`src/sv/psn_pkg.sv`:
```
// shared types, constants and saturation helpers for the periodic stencil sweep core
// no dependencies; imported by psn_mul, psn_div, the top level and the testbench
package psn_pkg;

    // lattice storage
    localparam int CELLS = 8192;
    localparam int IDX_W = $clog2(CELLS);
    localparam int LEN_W = IDX_W + 1;

    // fixed point format
    localparam int Q_W    = 48;
    localparam int FRAC   = 32;
    localparam int WIDE_W = Q_W + 8;
    localparam int MAG_W  = 64;

    typedef logic signed [Q_W-1:0]    t_q;
    typedef logic signed [WIDE_W-1:0] t_wide;
    typedef logic [MAG_W-1:0]         t_mag;

    localparam t_q   QMAX     = {1'b0, {(Q_W-1){1'b1}}};
    localparam t_q   QMIN     = {1'b1, {(Q_W-1){1'b0}}};
    localparam t_mag MAG_HALF = MAG_W'(1) << (Q_W - 1);

    // commands on the input tuser
    typedef enum logic [2:0] {
        CMD_LOAD    = 3'd0,
        CMD_U_SWEEP = 3'd1,
        CMD_COUPLE  = 3'd2,
        CMD_C_SWEEP = 3'd3,
        CMD_READ    = 3'd4,
        CMD_TOTALS  = 3'd5
    } t_cmd;

    // result kinds on the output tuser
    typedef enum logic [1:0] {
        KIND_REPORT  = 2'd0,
        KIND_READOUT = 2'd1,
        KIND_TOTALS  = 2'd2
    } t_kind;

    // configuration register indexes
    typedef enum logic [2:0] {
        REG_DIFF     = 3'd0,
        REG_DRIFT    = 3'd1,
        REG_DECAY    = 3'd2,
        REG_GAIN     = 3'd3,
        REG_STEP     = 3'd4,
        REG_INTERVAL = 3'd5,
        REG_CELLS    = 3'd6
    } t_reg;

    // sequencer states
    typedef enum logic [4:0] {
        S_CLEAR,
        S_IDLE,
        S_MOD,
        S_PRE_A,
        S_PRE_B,
        S_PRE_C,
        S_FETCH,
        S_LOAD,
        S_MUL,
        S_QUOT,
        S_DIV,
        S_WB,
        S_SUM_RD,
        S_SUM_ADD,
        S_CPL_RD,
        S_CPL_WR,
        S_CELL_RD,
        S_CELL_MUL,
        S_TOT_RD,
        S_TOT_MUL,
        S_SCALE,
        S_EMIT
    } t_state;

    // clamp a wide exact sum into the 48-bit range
    function automatic t_q sat_q(input t_wide x);
        t_q res;
        if (x > t_wide'(QMAX)) begin
            res = QMAX;
        end else if (x < t_wide'(QMIN)) begin
            res = QMIN;
        end else begin
            res = x[Q_W-1:0];
        end
        return res;
    endfunction

    // signed result from a sign, an overflow mark and a magnitude
    function automatic t_q sat_mag(input logic neg, input logic ovf, input t_mag m);
        t_q res;
        if (neg) begin
            if (ovf || m >= MAG_HALF) begin
                res = QMIN;
            end else begin
                res = -t_q'(m[Q_W-1:0]);
            end
        end else begin
            if (ovf || m > t_mag'(QMAX)) begin
                res = QMAX;
            end else begin
                res = t_q'(m[Q_W-1:0]);
            end
        end
        return res;
    endfunction

    // magnitude of a signed value
    function automatic logic [Q_W-1:0] mag_q(input t_q x);
        logic [Q_W-1:0] res;
        res = x[Q_W-1] ? Q_W'(-x) : Q_W'(x);
        return res;
    endfunction

endpackage

```
`src/sv/psn_div.sv`:
```
// restoring fixed point divider, one quotient bit a cycle, round and saturate
// depends on psn_pkg; the divisor must be nonzero
module psn_div (
    input  logic          i_clk,
    input  logic          i_rst_n,
    input  logic          i_start,
    input  psn_pkg::t_q   i_a,
    input  psn_pkg::t_q   i_b,
    output logic          o_done,
    output psn_pkg::t_q   o_res
);
    import psn_pkg::*;

    localparam int DV_W  = Q_W + FRAC;
    localparam int CNT_W = $clog2(DV_W + 1);

    logic              r_busy;
    logic              r_done;
    logic [CNT_W-1:0]  r_cnt;
    logic              r_neg;
    logic [Q_W-1:0]    r_mb;
    logic [DV_W-1:0]   r_dvd;
    logic [Q_W-1:0]    r_rem;
    logic [Q_W:0]      r_q;
    logic              r_ovf;
    t_q                r_res;

    logic [Q_W:0]      w_trial;
    logic              w_ge;
    logic              w_up;
    logic [Q_W+1:0]    w_qr;

    // one step of the long division
    assign w_trial = {r_rem, r_dvd[DV_W-1]};
    assign w_ge    = (w_trial >= {1'b0, r_mb});
    // final rounding on twice the remainder
    assign w_up    = !r_ovf && ({r_rem, 1'b0} >= {1'b0, r_mb});
    assign w_qr    = {1'b0, r_q} + (Q_W+2)'(w_up);

    // control
    always_ff @(posedge i_clk) begin
        if (!i_rst_n) begin
            r_busy <= 1'b0;
            r_done <= 1'b0;
            r_cnt  <= '0;
        end else begin
            r_done <= 1'b0;
            if (i_start && !r_busy) begin
                r_busy <= 1'b1;
                r_cnt  <= '0;
            end else if (r_busy) begin
                r_cnt <= r_cnt + CNT_W'(1);
                if (r_cnt == CNT_W'(DV_W)) begin
                    r_busy <= 1'b0;
                    r_done <= 1'b1;
                end
            end
        end
    end

    // datapath
    always_ff @(posedge i_clk) begin
        if (i_start && !r_busy) begin
            r_neg <= i_a[Q_W-1] ^ i_b[Q_W-1];
            r_mb  <= mag_q(i_b);
            r_dvd <= {mag_q(i_a), {FRAC{1'b0}}};
            r_rem <= '0;
            r_q   <= '0;
            r_ovf <= 1'b0;
        end else if (r_busy) begin
            if (r_cnt < CNT_W'(DV_W)) begin
                r_dvd <= r_dvd << 1;
                r_rem <= w_ge ? Q_W'(w_trial - {1'b0, r_mb}) : Q_W'(w_trial);
                if (r_q[Q_W]) begin
                    r_ovf <= 1'b1;
                end else begin
                    r_q <= {r_q[Q_W-1:0], w_ge};
                end
            end else begin
                r_res <= sat_mag(r_neg, r_ovf, MAG_W'(w_qr));
            end
        end
    end

    assign o_done = r_done;
    assign o_res  = r_res;

endmodule

```
`config.mk`:
```
export PLATFORM = sky130hd
export DESIGN_NAME = psn_div
export DESIGN_NICKNAME = d
export VERILOG_FILES = /design/src/sv/psn_pkg.sv /design/src/sv/psn_div.sv
export SDC_FILE = /design/constraint.sdc
export NUM_CORES = 1
export LEC_CHECK = 0
export BUFFER_PORTS_ARGS = -buffer_cell sky130_fd_sc_hd__buf_2
export CORE_UTILIZATION = 55
export CTS_CLUSTER_DIAMETER = 150
export DETAILED_ROUTE_END_ITERATION = 7
export PLACE_DENSITY_LB_ADDON = 0.12
export REMOVE_ABC_BUFFERS = 1
export SYNTH_ARGS = -nofsm -noshare
export SYNTH_HDL_FRONTEND = slang
export SYNTH_SLANG_ARGS = --single-unit
export TNS_END_PERCENT = 10
```
`constraint.sdc`:
```
create_clock -name i_clk -period 5.4 [get_ports i_clk]
set_input_delay 0 -clock i_clk [delete_from_list [all_inputs] [get_ports i_clk]]
set_output_delay 0 -clock i_clk [all_outputs]
set_load 0.01 [all_outputs]
```
==> flow_summary.toml <==
[outcome]
status = "completed"

[global_routing]
grt_first_pass_wirelength_um = 79720
met1_usage = 0.3957
grt-ovfl-total = 0
antenna_found_initial = 0
top_usage_layer = "met2"
met3_usage = 0.03415
track_usage = 0.3131
grt_pass1_vias = 15815
met2_usage = 0.5456
grt_max_degree = 109

[power_and_ir_drop]
p_int_mw = 4.986
p_sw_frac = 0.3514
p_leak_nw = 8.490
ir_worst_vdd_mv = 0.2639
clockPowerShare = 0.269
p_sw_mw = 2.702
comb_power_share = 0.413
pwr-share-seq = 0.318
power_density_mw_per_mm2 = 360.5

[critical_path]
critPathArrivalTime_ns = 5.51
start_kind = "flip-flop"
crit_fanout = 6
crit_type = "flip-flop to flip-flop"
reg2reg_depth = 24
crit_path_end_kind = "flip-flop"
cp.required_ns = 5.72

[logic_synthesis]
netlist.area_leader.share = 0.2581
ys_seq_elements = 252
synth_edf_count = 145
netlist_top_cells_area = "edfxtp_1, dfxtp_1, nand2_1"
ys_warn_count = 0
synth.largest_area_cell = "edfxtp_1"
syn_inst = 2031
syn_area_mm2 = 0.01687
syn_avg_cell_area_um2 = 8.306
ys.flop_type = "edfxtp_1"
yosysSeqAreaShare = 0.3851
async_reset_ff_frac = 0
synth_cell_type_count = 81

[timing]
min_period_ns = 5.197
period_share = 0.9624
setup_viol = 0
hold_viol_final = 0
fin_ws_ns = 0.2031
clock.fmax_mhz = 192.4
worst_slew_pin_slew_ns = 1.189
slew_headroom = 0.2056
slew_violations = 0
fin_skew_ns = 0.01289

[place]
preCtsSetupSlack_ns = -0.2597
place.gp.congestion = 0.9742
dp_hpwl_um = 33020
port_buffers = 147
placed_area_mm2 = 0.01863
numPlacedInstances = 2577

[final_layout]
fin_area_mm2 = 0.02133
drive_above_1_share = 0.1709
final_cell_mix = "nand2_1, o21ai_0, a21oi_1"
nets = 2512
syn2layout_area_growth_pct = 26.43
n_antenna_cell = 0
fin_cells = 2771
final_common_cell = "nand2_1"

[clock_network]
clkSinkCount = 252
clk_latency_ns = 0.56
cts_made_buffers = 30
cts-htree-levels = 1
clockBufferDepth = 3
cts_root_buf = "clkbuf_16"
clk_pin_slew_ns = 0.06
cts_tree = "done"

[min_path]
hold_path_depth = 3
hold_path.class = "input port to flip-flop"

[detailed_routing]
first_iter_violations = 1253
drt_wl_total_um = 49750
viasPerCell = 5.969
via_count = 16541
ant_nets = 0
wl_per_cell_um = 17.95
dr.pass1.iters = 5
remaining_drc_errors = 0

[floorplan]
rows = 63
start_util = 0.5646
core_region_area_mm2 = 0.02987
die_x_um = 177.1
io_pins = 148
die_h_um = 177.1
die_area_mm2 = 0.03138

[flow_run]
maxCapViolCount = 0
-- per-stage QoR --
stage	util	power (mW)	TNS [ns]	hold WS (ns)
floorplan	-	4.381	-96.43	0.09887
finish	0.7139	7.688	0	0.1905
detailed placement	0.6236	5.406	-3.111	0.2348
CTS	0.7030	7.595	0	0.1689
global placement	0.6236	5.361	-1.458	0.2318
global route	0.7139	8.135	-0.3199	0.2132
-- cell type report --
type	count	area [um^2]
tap	390	488.0
fill	2294	8548
clock buffer	45	858.3
clock inverter	11	141.4
multi-input combinational	1574	9953
sequential	252	6496
timing repair buffer	415	3073
inverter	84	316.6
-- worst paths after layout --
kind | startpoint | to | slack (ns)
max | r_mb[42]$_DFFE_PP_ | o_res[44]$_DFFE_PP_ | 0.20
min | i_rst_n | o_done$_SDFF_PP0_ | 0.19
max reg2reg | r_mb[42]$_DFFE_PP_ | o_res[44]$_DFFE_PP_ | 0.20
min reg2reg | r_q[0]$_SDFFE_PP0P_ | r_q[1]$_SDFFE_PP0P_ | 0.48
-- worst max-delay path, stage by stage (launching register included) --
cell       delay (ns)
edfxtp_1         0.35
inv_1            0.07
ha_1             0.24
a21o_1           0.18
a21o_1           0.18
a221oi_2         0.29
o21ai_0          0.13
a211oi_1         0.24
buf_4            0.16
o41ai_4          0.07
a21oi_2          0.16
nor2_1           0.06
ha_2             0.19
ha_4             0.18
and3_2           0.26
nand3_2          0.12
nor3_2           0.06
or3_1            0.40
a2111oi_4        0.45
buf_4            0.19
and4b_1          0.25
and4b_2          0.30
nand3_1          0.10
mux2i_1          0.13
a21o_1           0.18
-- layer usage --
layer	share of wire	routed length, um	vias to the layer above
met5	0	0	-
met4	0.036	1810	0
met3	0.053	2643	130
met2	0.49	24400	608
met1	0.42	20890	7804
li1	-	-	7999
-- logic make-up after synthesis --
logic type	count (synthesis)	share of synthesized area
compound gates	566	0.2022
flops	252	0.3851
xor+xnor	188	0.09761
simple gates	739	0.2116
fa+ha+maj	56	0.04198
mux	25	0.01498
buf+inv	205	0.04651
-- power by group through the flow --
stage	registers (mW)	logic (mW)	clock network, mW
2_1_floorplan	2.44	1.94	0
3_3_place_gp	2.46	2.90	0
3_5_place_dp	2.47	2.93	0
4_1_cts	2.44	3.07	2.09
5_1_grt	2.46	3.51	2.16
6_report	2.44	3.18	2.07
-- flip-flops by register name (all words and copies together), names as in the netlist --
signal and flops:
o_res 48, r_neg 1, r_cnt 7, r_dvd 48
r_mb 48, r_busy 1, r_q 49, r_rem 48
o_done 1, r_ovf 1
-- cell usage after synthesis (all sizes together), types with 37 or more instances --
master	number
xnor2	109
ha	55
o21ai	189
inv	83
dfxtp	107
o31ai	40
clkbuf	108
nand2	312
edfxtp	145
nor3	43
nor2	117
xor2	79
a21oi	176
nand4	37
nand3	74
-- timing repair --
action                                  4_1_cts  5_1_grt
resized for setup                            13       50
endpoints found under the setup margin       22       48
hold buffers                                130        0
hold endpoints to repair                    105        0
pin swaps                                     1       12
setup buffers                                 1        7
(Power assumes the default switching activity.)
