$ cat src/sv/psn_pkg.sv
// shared types, constants and saturation helpers for the periodic stencil sweep core
// no dependencies; imported by psn_mul, psn_div, the top level and the testbench
package psn_pkg;

    // lattice storage
    localparam int CELLS = 8192;
    localparam int IDX_W = $clog2(CELLS);
    localparam int LEN_W = IDX_W + 1;

    // fixed point format
    localparam int Q_W    = 48;
    localparam int FRAC   = 32;
    localparam int WIDE_W = Q_W + 8;
    localparam int MAG_W  = 64;

    typedef logic signed [Q_W-1:0]    t_q;
    typedef logic signed [WIDE_W-1:0] t_wide;
    typedef logic [MAG_W-1:0]         t_mag;

    localparam t_q   QMAX     = {1'b0, {(Q_W-1){1'b1}}};
    localparam t_q   QMIN     = {1'b1, {(Q_W-1){1'b0}}};
    localparam t_mag MAG_HALF = MAG_W'(1) << (Q_W - 1);

    // commands on the input tuser
    typedef enum logic [2:0] {
        CMD_LOAD    = 3'd0,
        CMD_U_SWEEP = 3'd1,
        CMD_COUPLE  = 3'd2,
        CMD_C_SWEEP = 3'd3,
        CMD_READ    = 3'd4,
        CMD_TOTALS  = 3'd5
    } t_cmd;

    // result kinds on the output tuser
    typedef enum logic [1:0] {
        KIND_REPORT  = 2'd0,
        KIND_READOUT = 2'd1,
        KIND_TOTALS  = 2'd2
    } t_kind;

    // configuration register indexes
    typedef enum logic [2:0] {
        REG_DIFF     = 3'd0,
        REG_DRIFT    = 3'd1,
        REG_DECAY    = 3'd2,
        REG_GAIN     = 3'd3,
        REG_STEP     = 3'd4,
        REG_INTERVAL = 3'd5,
        REG_CELLS    = 3'd6
    } t_reg;

    // sequencer states
    typedef enum logic [4:0] {
        S_CLEAR,
        S_IDLE,
        S_MOD,
        S_PRE_A,
        S_PRE_B,
        S_PRE_C,
        S_FETCH,
        S_LOAD,
        S_MUL,
        S_QUOT,
        S_DIV,
        S_WB,
        S_SUM_RD,
        S_SUM_ADD,
        S_CPL_RD,
        S_CPL_WR,
        S_CELL_RD,
        S_CELL_MUL,
        S_TOT_RD,
        S_TOT_MUL,
        S_SCALE,
        S_EMIT
    } t_state;

    // clamp a wide exact sum into the 48-bit range
    function automatic t_q sat_q(input t_wide x);
        t_q res;
        if (x > t_wide'(QMAX)) begin
            res = QMAX;
        end else if (x < t_wide'(QMIN)) begin
            res = QMIN;
        end else begin
            res = x[Q_W-1:0];
        end
        return res;
    endfunction

    // signed result from a sign, an overflow mark and a magnitude
    function automatic t_q sat_mag(input logic neg, input logic ovf, input t_mag m);
        t_q res;
        if (neg) begin
            if (ovf || m >= MAG_HALF) begin
                res = QMIN;
            end else begin
                res = -t_q'(m[Q_W-1:0]);
            end
        end else begin
            if (ovf || m > t_mag'(QMAX)) begin
                res = QMAX;
            end else begin
                res = t_q'(m[Q_W-1:0]);
            end
        end
        return res;
    endfunction

    // magnitude of a signed value
    function automatic logic [Q_W-1:0] mag_q(input t_q x);
        logic [Q_W-1:0] res;
        res = x[Q_W-1] ? Q_W'(-x) : Q_W'(x);
        return res;
    endfunction

endpackage

$ cat src/sv/psn_mul.sv
// multi-cycle fixed point multiplier: four half-width partial products, round, saturate
// depends on psn_pkg
module psn_mul (
    input  logic          i_clk,
    input  logic          i_rst_n,
    input  logic          i_start,
    input  psn_pkg::t_q   i_a,
    input  psn_pkg::t_q   i_b,
    output logic          o_done,
    output psn_pkg::t_q   o_res
);
    import psn_pkg::*;

    localparam int H_W = Q_W / 2;
    localparam int P_W = 2 * Q_W;

    logic             r_busy;
    logic [2:0]       r_k;
    logic             r_neg;
    logic [Q_W-1:0]   r_ma;
    logic [Q_W-1:0]   r_mb;
    logic [Q_W-1:0]   r_pp;
    logic [1:0]       r_psh;
    logic             r_pv;
    logic [P_W-1:0]   r_acc;
    logic             r_done;
    t_q               r_res;

    logic [H_W-1:0]   w_ah;
    logic [H_W-1:0]   w_bh;
    logic [P_W-1:0]   w_pp_sh;
    t_mag             w_round;

    // pick the halves for the current partial product
    assign w_ah = r_k[1] ? r_ma[Q_W-1:H_W] : r_ma[H_W-1:0];
    assign w_bh = r_k[0] ? r_mb[Q_W-1:H_W] : r_mb[H_W-1:0];

    // align the registered partial product
    always_comb begin
        case (r_psh)
            2'd0:    w_pp_sh = P_W'(r_pp);
            2'd1:    w_pp_sh = P_W'(r_pp) << H_W;
            2'd2:    w_pp_sh = P_W'(r_pp) << (2 * H_W);
            default: w_pp_sh = '0;
        endcase
    end

    // drop the fraction, round half away from zero on the magnitude
    assign w_round = MAG_W'(r_acc[P_W-1:FRAC]) + MAG_W'(r_acc[FRAC-1]);

    // control
    always_ff @(posedge i_clk) begin
        if (!i_rst_n) begin
            r_busy <= 1'b0;
            r_done <= 1'b0;
            r_pv   <= 1'b0;
            r_k    <= '0;
        end else begin
            r_done <= 1'b0;
            if (i_start && !r_busy) begin
                r_busy <= 1'b1;
                r_k    <= '0;
                r_pv   <= 1'b0;
            end else if (r_busy) begin
                r_pv <= (r_k < 3'd4);
                r_k  <= r_k + 3'd1;
                if (r_k == 3'd5) begin
                    r_busy <= 1'b0;
                    r_done <= 1'b1;
                end
            end
        end
    end

    // datapath
    always_ff @(posedge i_clk) begin
        if (i_start && !r_busy) begin
            r_neg <= i_a[Q_W-1] ^ i_b[Q_W-1];
            r_ma  <= mag_q(i_a);
            r_mb  <= mag_q(i_b);
            r_acc <= '0;
        end else if (r_busy) begin
            r_pp  <= w_ah * w_bh;
            r_psh <= 2'(r_k[1]) + 2'(r_k[0]);
            if (r_pv) begin
                r_acc <= r_acc + w_pp_sh;
            end
            if (r_k == 3'd5) begin
                r_res <= sat_mag(r_neg, 1'b0, w_round);
            end
        end
    end

    assign o_done = r_done;
    assign o_res  = r_res;

endmodule

$ cat config.mk
export PLATFORM = sky130hd
export DESIGN_NAME = psn_mul
export DESIGN_NICKNAME = d
export VERILOG_FILES = /design/src/sv/psn_pkg.sv /design/src/sv/psn_mul.sv
export SDC_FILE = /design/constraint.sdc
export NUM_CORES = 2
export LEC_CHECK = 0
export BUFFER_PORTS_ARGS = -buffer_cell sky130_fd_sc_hd__buf_4
export CORE_MARGIN = 2
export CORE_UTILIZATION = 65
export CTS_BUF_LIST = sky130_fd_sc_hd__clkbuf_8
export CTS_CLUSTER_DIAMETER = 40
export DETAILED_ROUTE_END_ITERATION = 10
export GPL_ROUTABILITY_DRIVEN = 0
export HOLD_SLACK_MARGIN = 0.03
export MAX_ROUTING_LAYER = met4
export PLACE_DENSITY = 0.83
export SLEW_MARGIN = 20
export SYNTH_ARGS = -nofsm -noshare
export SYNTH_HDL_FRONTEND = slang
export SYNTH_SLANG_ARGS = --single-unit
$ cat constraint.sdc
create_clock -name i_clk -period 11.12 [get_ports i_clk]
set_clock_uncertainty 0.2 [all_clocks]
set_input_delay 3.336 -clock i_clk [delete_from_list [all_inputs] [get_ports i_clk]]
set_output_delay 3.336 -clock i_clk [all_outputs]
set_load 0.005 [all_outputs]
==> out/results.ini <==
[run_status]
outcome=completed

[detailed_routing]
drtPass1Iterations=7
drc_errors=0
vias_per_cell=6.26
detail-route-antenna-nets=0
finalWirelength_mm=116
vias=35200
drt_iter0_markers=3636
wl_per_cell_um=20.7

[synth]
synth_xor_area_share_pct=5.89
syn_nets=5587
synth_seq_area_share_pct=19.4
synth_fa_ha_area_share_pct=32.2
yosys.area.top_type=fa_1
ys.warnings.count=0
synth.distinct_cells=86
synthMuxAreaShare_pct=3.37
netlist_area_um2=40700
synth_compound_area_share_pct=13.5
synth-simple-area-share_pct=17.6
synth_edf_count=195
synth_top_family_by_area=adder cells
synthTopCellsByArea=fa_1, edfxtp_1, ha_1
syn_avg_cell_area_um2=8.62
ys_top_cells_by_count=inv_1, nand2_1, fa_1
ys_seq_elements=297
synth_ff_type=edfxtp_1
synthCells=4728
synth.top_cell.area_share_pct=23.7
synth-async-reset-ratio_pct=0

[sta]
period_share_pct=85.8
slew_headroom_pct=20.4
hold_viol=0
slew_viol_final=0
timing.final.crit_period_ns=9.54
tns_ns=0
rsz0062_at_grt=no
fmaxAchievable_mhz=105
tightest_slew_ns=1.16
final-setup-viol-count=0

[global_routing]
grt_pass1_vias=34900
grt_pass1_wl_mm=184
overflow=0
grt_max_degree=87
grt_use_total_pct=37.6
grt_antenna_before_repair=3

[worst_setup_path]
r2r_setup_slack_ns=1.58
r2r_end=r_pp[47]
cp_max_fo=30
crit_path_start_kind=register
critPathArrivalTime_ns=9.76
crit_path_end_kind=register
reg2reg_from=r_k[0]
r2r.worst_path.cells=25
required_ns=11.35
path_class=register to register

[clocking]
post-cts-setup-buffer-count=0
post_cts_resized=0
cts_sinks=297
clock_insertion_delay_worst_skew_ns=0.71
cts-buffers-inserted=57
path_clk_slew_ns=0.06
cts_htree_levels=2
root_buffer=clkbuf_8
clockBufferDepth=3
cts_hold_buf=0
cts_tree=yes

[layout]
fin_nets=5600
area_delta_synth_final_pct=7.02
drive_above_1_share_pct=8.52

[floorplan]
core_um2=61800
row_count=91
start_util_pct=65.9
io_pins=148
die_x_um=254
die_area_um2=64700
die_h_um=254

[job]
drv_cap=0

[worst_hold_path]
hp-start=r_acc[0]
hold_end=r_acc[0]
hold_path.class=register to register
hold_depth=2

[placed_design]
io_buffers=147
dp_hpwl_mm=92.9

==> critical path: stages, from the launching register on <==
cell and delay (ns):
dfxtp_2 0.92, mux2i_2 0.86, buf_4 0.36, nor2_1 0.08
fa_1 0.53, fa_1 0.51, inv_1 0.05, fa_1 0.46
fa_1 0.51, inv_1 0.07, fa_1 0.49, fa_1 0.59
inv_1 0.07, fa_1 0.53, inv_1 0.04, ha_1 0.39
a211oi_1 0.25, nand2_1 0.08, or3_1 0.33, o31ai_1 0.53
a21oi_1 0.26, o211ai_1 0.33, nand3_1 0.22, a311o_1 0.35
a21oi_1 0.18, xnor2_1 0.08
==> worst max-delay path by stage <==
stage | start | end | slack (ns) | depth (start not counted)
after floorplan | r_k[1] | r_pp[46] | 2.34 | 32
after global placement | r_k[1] | r_pp[46] | 1.93 | 27
after detailed placement | r_k[1] | r_pp[46] | 1.70 | 27
after CTS | r_k[1] | r_pp[46] | 1.73 | 27
after global routing | r_k[1] | r_pp[46] | 1.30 | 27
final | r_k[0] | r_pp[47] | 1.58 | 25
==> layout by cell type (no fill, tap or decap), types with 90 or more instances in the layout <==
| cell type | Yosys | routed |
|---|---|---|
| inv_1 | 615 | 626 |
| nand2_1 | 615 | 614 |
| fa_1 | 483 | 483 |
| nor2_1 | 423 | 421 |
| ha_1 | 277 | 277 |
| a21oi_1 | 236 | 236 |
| xnor2_1 | 207 | 207 |
| edfxtp_1 | 195 | 195 |
| buf_4 | 3 | 194 |
| o21ai_0 | 185 | 185 |
| dfxtp_1 | 102 | 99 |
| nand3_1 | 90 | 90 |
==> state kept, by name, summed over array words and instances, names as in the netlist <==
register	flops
r_pv	1
r_psh	2
r_k	3
r_busy	1
o_done	1
r_mb	48
r_neg	1
o_res	48
r_acc	96
r_pp	48
r_ma	48
==> layout make-up <==
type / instances / area [um2]
well taps: 837 / 1050
fillers: 4663 / 18200
diodes: 3 / 7.51
clock buffers: 60 / 826
flip-flops and latches: 297 / 7900
clock inverters: 46 / 427
multi-input cells: 3576 / 29600
repair buffers: 194 / 1460
inverters: 615 / 2310
==> cell families (layout without fill, tap and decap cells) <==
group | Yosys count | in the layout
buffers and inverters | 855 | 915
AOI/OAI and AO/OA | 854 | 854
adders and majority gates | 760 | 760
other | 0 | 3
xor gates and xnor gates | 274 | 274
and+or+nand+nor | 1558 | 1558
DFF | 297 | 297
muxes | 130 | 130
==> through the flow <==
stage	hold WS, ns	cells	area (um2)	setup slack (ns)	util, %
3_3_place_gp	0.240	5519	42300	1.93	68.5
4_1_cts	0.261	5625	43600	1.73	70.5
6_report	0.258	5628	43600	1.58	70.5
3_5_place_dp	0.248	5519	42300	1.70	68.5
5_1_grt	0.279	5628	43600	1.30	70.5
2_1_floorplan	0.232	4728	40700	2.34	-
==> routing by layer <==
layer	vias up	share of wire [%]	wire (um)	track usage [%]
li1	15900	-	-	-
met1	16600	36	41800	42.9
met2	2071	45	52900	59.0
met3	671	11	12300	9.34
met4	0	8.1	9440	24.7
met5	-	0	0	-
Power is not shown: default switching activity piles up to over one toggle a cycle in this logic, so the estimate is an artifact.
